### config.mk
export PLATFORM = sky130hd
export DESIGN_NAME = binary_to_seven_segment_scan
export DESIGN_NICKNAME = d
export VERILOG_FILES = /design/src/b2ss_pkg.sv /design/src/b2ss_cell.sv /design/src/b2ss_serializer.sv /design/src/binary_to_seven_segment_scan.sv
export SDC_FILE = /design/constraint.sdc
export NUM_CORES = 1
export LEC_CHECK = 0
export BUFFER_PORTS_ARGS = -buffer_cell sky130_fd_sc_hd__buf_2
export CAP_MARGIN = 20
export CORE_MARGIN = 4
export CORE_UTILIZATION = 51
export CTS_BUF_LIST = sky130_fd_sc_hd__clkbuf_16
export CTS_CLUSTER_DIAMETER = 120
export DETAILED_ROUTE_END_ITERATION = 10
export HOLD_SLACK_MARGIN = 0.08
export PLACE_DENSITY = 0.68
export SYNTH_ARGS = -nofsm -noshare
export SYNTH_HDL_FRONTEND = slang
export SYNTH_SLANG_ARGS = --single-unit
### constraint.sdc
create_clock -name clk_i -period 16.5 [get_ports clk_i]
set_input_delay 3.3 -clock clk_i [delete_from_list [all_inputs] [get_ports clk_i]]
set_output_delay 3.3 -clock clk_i [all_outputs]
set_load 0.02 [all_outputs]
### src/b2ss_pkg.sv
// Package with shared widths, defaults and the seven-segment lookup.
package b2ss_pkg;

  localparam int unsigned VALUE_W    = 20;
  localparam int unsigned WORD_W     = 16;
  localparam int unsigned POS_W      = 3;
  localparam int unsigned SEL_W      = 8;
  localparam int unsigned NUM_DIGITS = 6;

  // Common-cathode patterns, bit order gfedcba, decimal point off.
  function automatic logic [7:0] seg_pattern(input logic [3:0] digit);
    logic [7:0] pat;
    unique case (digit)
      4'd0:    pat = 8'h3F;
      4'd1:    pat = 8'h06;
      4'd2:    pat = 8'h5B;
      4'd3:    pat = 8'h4F;
      4'd4:    pat = 8'h66;
      4'd5:    pat = 8'h6D;
      4'd6:    pat = 8'h7D;
      4'd7:    pat = 8'h27;
      4'd8:    pat = 8'h7F;
      4'd9:    pat = 8'h6F;
      default: pat = 8'h00;
    endcase
    return pat;
  endfunction

endpackage

### src/b2ss_cell.sv
// One shift-and-add-3 step of the binary to BCD conversion chain.
module b2ss_cell import b2ss_pkg::*; #(
  parameter int unsigned NumDigits = NUM_DIGITS
) (
  input  logic                   clk_i,
  input  logic                   rst_ni,
  input  logic                   en_i,
  input  logic                   valid_i,
  input  logic [4*NumDigits-1:0] bcd_i,
  input  logic [VALUE_W-1:0]     bin_i,
  output logic                   valid_o,
  output logic [4*NumDigits-1:0] bcd_o,
  output logic [VALUE_W-1:0]     bin_o
);

  logic                   valid_q;
  logic [4*NumDigits-1:0] bcd_q, bcd_d, adj;
  logic [VALUE_W-1:0]     bin_q, bin_d;

  always_comb begin
    for (int d = 0; d < NumDigits; d++) begin
      if (bcd_i[4*d +: 4] >= 4'd5) begin
        adj[4*d +: 4] = bcd_i[4*d +: 4] + 4'd3;
      end else begin
        adj[4*d +: 4] = bcd_i[4*d +: 4];
      end
    end
    // Carries out of the top digit are dropped, which keeps the value modulo 10^NumDigits.
    bcd_d = {adj[4*NumDigits-2:0], bin_i[VALUE_W-1]};
    bin_d = {bin_i[VALUE_W-2:0], 1'b0};
  end

  always_ff @(posedge clk_i or negedge rst_ni) begin
    if (!rst_ni) begin
      valid_q <= 1'b0;
    end else if (en_i) begin
      valid_q <= valid_i;
    end
  end

  always_ff @(posedge clk_i) begin
    if (en_i) begin
      bcd_q <= bcd_d;
      bin_q <= bin_d;
    end
  end

  assign valid_o = valid_q;
  assign bcd_o   = bcd_q;
  assign bin_o   = bin_q;

endmodule

### src/b2ss_serializer.sv
// Output stage scanning the digits out as one display word per cycle unless stalled.
module b2ss_serializer import b2ss_pkg::*; #(
  parameter int unsigned NumDigits = NUM_DIGITS
) (
  input  logic                   clk_i,
  input  logic                   rst_ni,
  input  logic                   pipe_valid_i,
  input  logic [4*NumDigits-1:0] pipe_bcd_i,
  output logic                   take_o,
  output logic                   out_valid_o,
  input  logic                   out_stall_i,
  output logic [WORD_W-1:0]      display_word_o,
  output logic [POS_W-1:0]       digit_position_o,
  output logic                   last_digit_o
);

  localparam logic [POS_W-1:0] LastPos = POS_W'(NumDigits - 1);

  logic                   valid_q, valid_d;
  logic [POS_W-1:0]       pos_q, pos_d, idx;
  logic [4*NumDigits-1:0] digits_q;
  logic [3:0]             cur_digit;
  logic [SEL_W-1:0]       sel;
  logic                   is_last, out_acc, load;

  assign is_last = (pos_q == LastPos);
  assign out_acc = valid_q && !out_stall_i;
  assign take_o  = !valid_q || (out_acc && is_last);
  assign load    = take_o && pipe_valid_i;

  always_comb begin
    valid_d = valid_q;
    pos_d   = pos_q;
    if (load) begin
      valid_d = 1'b1;
      pos_d   = '0;
    end else if (out_acc) begin
      if (is_last) begin
        valid_d = 1'b0;
      end else begin
        pos_d = pos_q + 1'b1;
      end
    end
  end

  always_ff @(posedge clk_i or negedge rst_ni) begin
    if (!rst_ni) begin
      valid_q <= 1'b0;
      pos_q   <= '0;
    end else begin
      valid_q <= valid_d;
      pos_q   <= pos_d;
    end
  end

  always_ff @(posedge clk_i) begin
    if (load) begin
      digits_q <= pipe_bcd_i;
    end
  end

  // Position zero is the most significant digit, held in the top nibble.
  assign idx       = LastPos - pos_q;
  assign cur_digit = 4'(digits_q >> {idx, 2'b00});
  assign sel       = SEL_W'(~(SEL_W'(1) << pos_q));

  assign out_valid_o      = valid_q;
  assign display_word_o   = {sel, seg_pattern(cur_digit)};
  assign digit_position_o = pos_q;
  assign last_digit_o     = is_last;

`ifndef SYNTHESIS
  a_pos_range: assert property (@(posedge clk_i) disable iff (!rst_ni)
    valid_q |-> pos_q <= LastPos)
    else $error("digit position beyond the last digit");

  a_pos_step: assert property (@(posedge clk_i) disable iff (!rst_ni)
    (out_acc && !is_last) |=> (valid_q && pos_q == $past(pos_q) + 1'b1))
    else $error("digit position did not advance after a taken word");

  a_reload: assert property (@(posedge clk_i) disable iff (!rst_ni)
    (out_acc && is_last && pipe_valid_i) |=> (valid_q && pos_q == '0))
    else $error("next request not loaded after the last word");

  a_drain: assert property (@(posedge clk_i) disable iff (!rst_ni)
    (out_acc && is_last && !pipe_valid_i) |=> !valid_q)
    else $error("output still valid after the last word with nothing queued");
`endif

endmodule

### src/binary_to_seven_segment_scan.sv
// Top level of the binary to seven-segment scan encoder.
//
// Input channel: value_i with in_valid_i / in_stall_o; a request is taken at a
// rising edge where in_valid_i is high and in_stall_o is low.
// Output channel: display_word_o, digit_position_o and last_digit_o with
// out_valid_o / out_stall_i. Each request yields NumDigits words, most
// significant digit first, and last_digit_o marks the final one.
// The value is converted by a chain of VALUE_W shift-and-add-3 cells, one bit
// per cell, and the first word appears once the result reaches the scan stage.
// The scan stage then puts out one word per cycle while out_stall_i is low, so
// each request holds the scan stage for NumDigits words. New requests keep
// entering the chain while earlier words are still being scanned out.
// While the receiver stalls, the current word holds, and once the chain's end
// holds a finished value that cannot be handed over, the whole chain and the
// input stall with it.
// Reset clears all valid flags; no words are pending after reset.
module binary_to_seven_segment_scan import b2ss_pkg::*; #(
  parameter int unsigned NumDigits = NUM_DIGITS
) (
  input  logic                clk_i,
  input  logic                rst_ni,
  input  logic                in_valid_i,
  output logic                in_stall_o,
  input  logic [VALUE_W-1:0]  value_i,
  output logic                out_valid_o,
  input  logic                out_stall_i,
  output logic [WORD_W-1:0]   display_word_o,
  output logic [POS_W-1:0]    digit_position_o,
  output logic                last_digit_o
);

  logic                   valid_c [VALUE_W+1];
  logic [4*NumDigits-1:0] bcd_c   [VALUE_W+1];
  logic [VALUE_W-1:0]     bin_c   [VALUE_W+1];
  logic                   take, adv;

  // The chain moves as one unless a finished value waits at its end.
  assign adv        = !valid_c[VALUE_W] || take;
  assign in_stall_o = !adv;

  assign valid_c[0] = in_valid_i;
  assign bcd_c[0]   = '0;
  assign bin_c[0]   = value_i;

  for (genvar i = 0; i < VALUE_W; i++) begin : g_cell
    b2ss_cell #(
      .NumDigits (NumDigits)
    ) u_cell (
      .clk_i   (clk_i),
      .rst_ni  (rst_ni),
      .en_i    (adv),
      .valid_i (valid_c[i]),
      .bcd_i   (bcd_c[i]),
      .bin_i   (bin_c[i]),
      .valid_o (valid_c[i+1]),
      .bcd_o   (bcd_c[i+1]),
      .bin_o   (bin_c[i+1])
    );
  end

  b2ss_serializer #(
    .NumDigits (NumDigits)
  ) u_serializer (
    .clk_i            (clk_i),
    .rst_ni           (rst_ni),
    .pipe_valid_i     (valid_c[VALUE_W]),
    .pipe_bcd_i       (bcd_c[VALUE_W]),
    .take_o           (take),
    .out_valid_o      (out_valid_o),
    .out_stall_i      (out_stall_i),
    .display_word_o   (display_word_o),
    .digit_position_o (digit_position_o),
    .last_digit_o     (last_digit_o)
  );

endmodule
==> flow_summary.ini <==
[run_status]
status = finished clean

[logic_synthesis]
synth_commonest_cells = edfxtp_1, nand2_1, ha_1
ys_top_cells_by_area = edfxtp_1, ha_1, nand2_1, mux2i_1, nand2b_1
yosys.area.top_type = edfxtp_1
yosysSeqAreaShare = 0.6989
yosysWarnings = 0
synthCells = 1549
synth_area_per_cell_sq_um = 13.81
muxShareOfSynthArea = 0.03275
synth-adder-area-share = 0.07778
yosys_most_used_dff = edfxtp_1
synthArstFlopShare = 0.04781
synth-xor-area-share = 0.02374
synth_edf_count = 478
syn-num-nets = 1706
netlist.area_leader.share = 0.6709
syn_area_sq_um = 21400
synthMostInstantiatedCell = edfxtp_1
synth_top_family_by_area = simple AND/OR/NAND/NOR gates
synth_seq_cells = 502
yosysUniqueCellTypes = 34
synth_compound_area_frac = 0.04649
synthSimpleGateAreaFrac = 0.09351

[worst_setup_path]
slowest_stage = buf_4
worst_setup_path_end_kind = output pin
cp-start-kind = input pin
slowest_delay_ns = 0.50
critPathMostFrequentCell = buf_2
critPathMaxFanout = 50
cp_cell_sequence = buf_2 -> o211ai_1 -> buf_4 -> inv_1 -> buf_2
crit_buf_inv = 4
required_ns = 13.20
cpLargestDelayFamily = buffers and inverters
arrival_ns = 4.81
critPathKind = in -> out

[pwr]
intPower_uw = 3633
cellLeakagePower_uw = 0.009449
p_seq_frac = 0.501
vdd_drop_max_mv = 0.1572
p_sw_frac = 0.3194
powerDensity_nw_per_um2 = 222.9
power_switching_uw = 1705
clkPwrFrac = 0.211
comb_power_share = 0.288

[clocking]
cts_sinks = 502
cts-root-buf = clkbuf_16
h-tree-depth = 2
cts_made_buffers = 52
post_cts_buffers = 0
clk_pin_slew_worst_paths_ns = 0.06
cts_resized = 0
cts_hold_buffers = 0
cts_tree = built
clk-insertion-delay-late_ns = 0.59
clockBufferDepth = 3

[timing]
hold_viol = 0
fin_crit_sh = 0.4913
setup_violations = 0
fin_tns_setup_ns = 0
whs_ns = 0.4138
drv_slew = 0
period_needed_ns = 8.107
worstMarginPinSlew_ns = 1.121
rsz0062_at_grt = no
setup_ws_ns = 8.393
max_freq_mhz = 123.3
maxSlewHeadroom = 0.2525
worst_clock_skew_ns = 0.01993

[drt]
vias = 11084
wl_per_cell_um = 11.59
drtIter0Drc = 538
routed_wl_mm = 25.71
antenna_left = 0
drcViolationCount = 0
drt_pass1_iterations = 6
avgViaCountPerCell = 4.997

[floorplan]
io_pins = 46
die_y_um = 212.8
die_w_um = 212.8
num_rows = 74
coreArea_sq_um = 41110
start_util = 0.5205
die_area_sq_um = 45290

[cells_and_area]
final_area_sq_um = 23940
fill_cells = 3165
num_antenna_cells = 0
final_core_util = 0.5825
drive_above_1_share = 0.07651
area_growth_pct = 11.91
final_nets = 1800

[global_routing]
grt_pass1_vias = 11002
grt_pass1_wl_mm = 45.82
antenna_found_initial = 0
grt_max_degree = 193
grt-ovfl-total = 0
grt_usage = 0.1190

[place]
post_dp_cell_area_sq_um = 22260
gp_congestion = 0.7327
io_buffers = 44
pre_cts_ws_ns = 8.370
dpl.hpwl_mm = 15.99

[hold_path]
hp-class = reg -> reg

[run]
maxCapViolations = 0
==> path summary, 6_finish.rpt <==
kind	startpoint	endpoint	slack (ns)	depth (start not counted)
min reg2reg	g_cell[6].u_cell.bcd_o[8]	g_cell[7].u_cell.bcd_o[9]	0.41	0
min in group asynchronous	rst_ni	g_cell[3].u_cell.valid_o	2.69	1
min	g_cell[6].u_cell.bcd_o[8]	g_cell[7].u_cell.bcd_o[9]	0.41	0
max	out_stall_i	in_stall_o	8.39	5
max reg2reg	u_serializer.digit_position_o[0]	g_cell[10].u_cell.bin_o[17]	11.45	6
max in group asynchronous	rst_ni	g_cell[1].u_cell.valid_o	13.45	1
==> registers in the layout, summed over array words and instances, names as in the netlist <==
name	flops
u_serializer.digit_position_o	3
u_serializer.out_valid_o	1
g_cell.u_cell.bin_o	190
g_cell.u_cell.valid_o	20
g_cell.u_cell.bcd_o	264
u_serializer.digits_q	24
==> worst reg2reg max path, cell delays in order (launching register included) <==
cell and delay, ns:
dfrtp_1 0.87, nand2_1 0.30, o211ai_1 0.24, buf_4 0.50, buf_4 0.86, buf_4 0.97, buf_4 0.87
==> layer usage <==
metal | up-vias | GRT usage | share of wire
li1 | 5607 | - | -
met1 | 5289 | 0.1299 | 0.41
met2 | 128 | 0.2221 | 0.52
met3 | 60 | 0.02571 | 0.041
met4 | 0 | 0.05175 | 0.033
met5 | - | 0 | 0
==> stage by stage <==
step	power [uW]	cells
after CTS	5431	2218
after floorplan	3980	1549
after detailed placement	4274	2121
after global routing	5788	2218
after global placement	4150	2121
final	5338	2218
==> cells in the final DEF (no fill, tap or decap), types with 2 or more instances in the layout <==
cell type	synthesis	layout
edfxtp_1	478	478
nand2_1	271	271
inv_1	131	140
ha_1	133	133
o21ai_0	111	111
nand2b_1	104	104
mux2i_1	70	70
nor2_1	69	69
a21oi_1	61	61
xnor2_1	58	58
clkbuf_16	0	52
buf_2	4	44
dfrtp_1	24	24
clkinv_1	0	11
clkinv_2	0	9
o22a_1	6	6
bufinv_16	0	5
nor3_1	4	4
clkinvlp_4	0	4
buf_4	1	4
o22ai_1	3	3
inv_6	0	3
o31ai_1	2	2
nand3_1	2	2
clkinv_4	0	2
==> kinds of logic after synthesis <==
family / count (synthesis)
buffers and inverters: 141
AND/OR/NAND/NOR: 455
adder cells (fa/ha/maj): 133
other: 1
flip-flops: 502
AO/OA/AOI/OAI: 189
multiplexers: 70
XOR/XNOR: 58
==> final cells by class <==
cell class	instances	area, sq um	area share
clock buffers	52	1301	0.05435
multi-input cells	906	5872	0.2452
inverters	132	495.5	0.02069
repair buffers	49	270.3	0.01129
clock inverters	45	385.4	0.01609
flip-flops and latches	502	14950	0.6245
well taps	532	665.6	0.02780
==> power groups by stage <==
| stage | clock network (uW) | logic (uW) | registers (uW) |
|---|---|---|---|
| after floorplan | 0 | 1270 | 2710 |
| after global placement | 0 | 1480 | 2670 |
| after detailed placement | 0 | 1570 | 2700 |
| after CTS | 1170 | 1580 | 2680 |
| after global routing | 1230 | 1810 | 2750 |
| final | 1130 | 1540 | 2670 |
(Power assumes the default switching activity.)
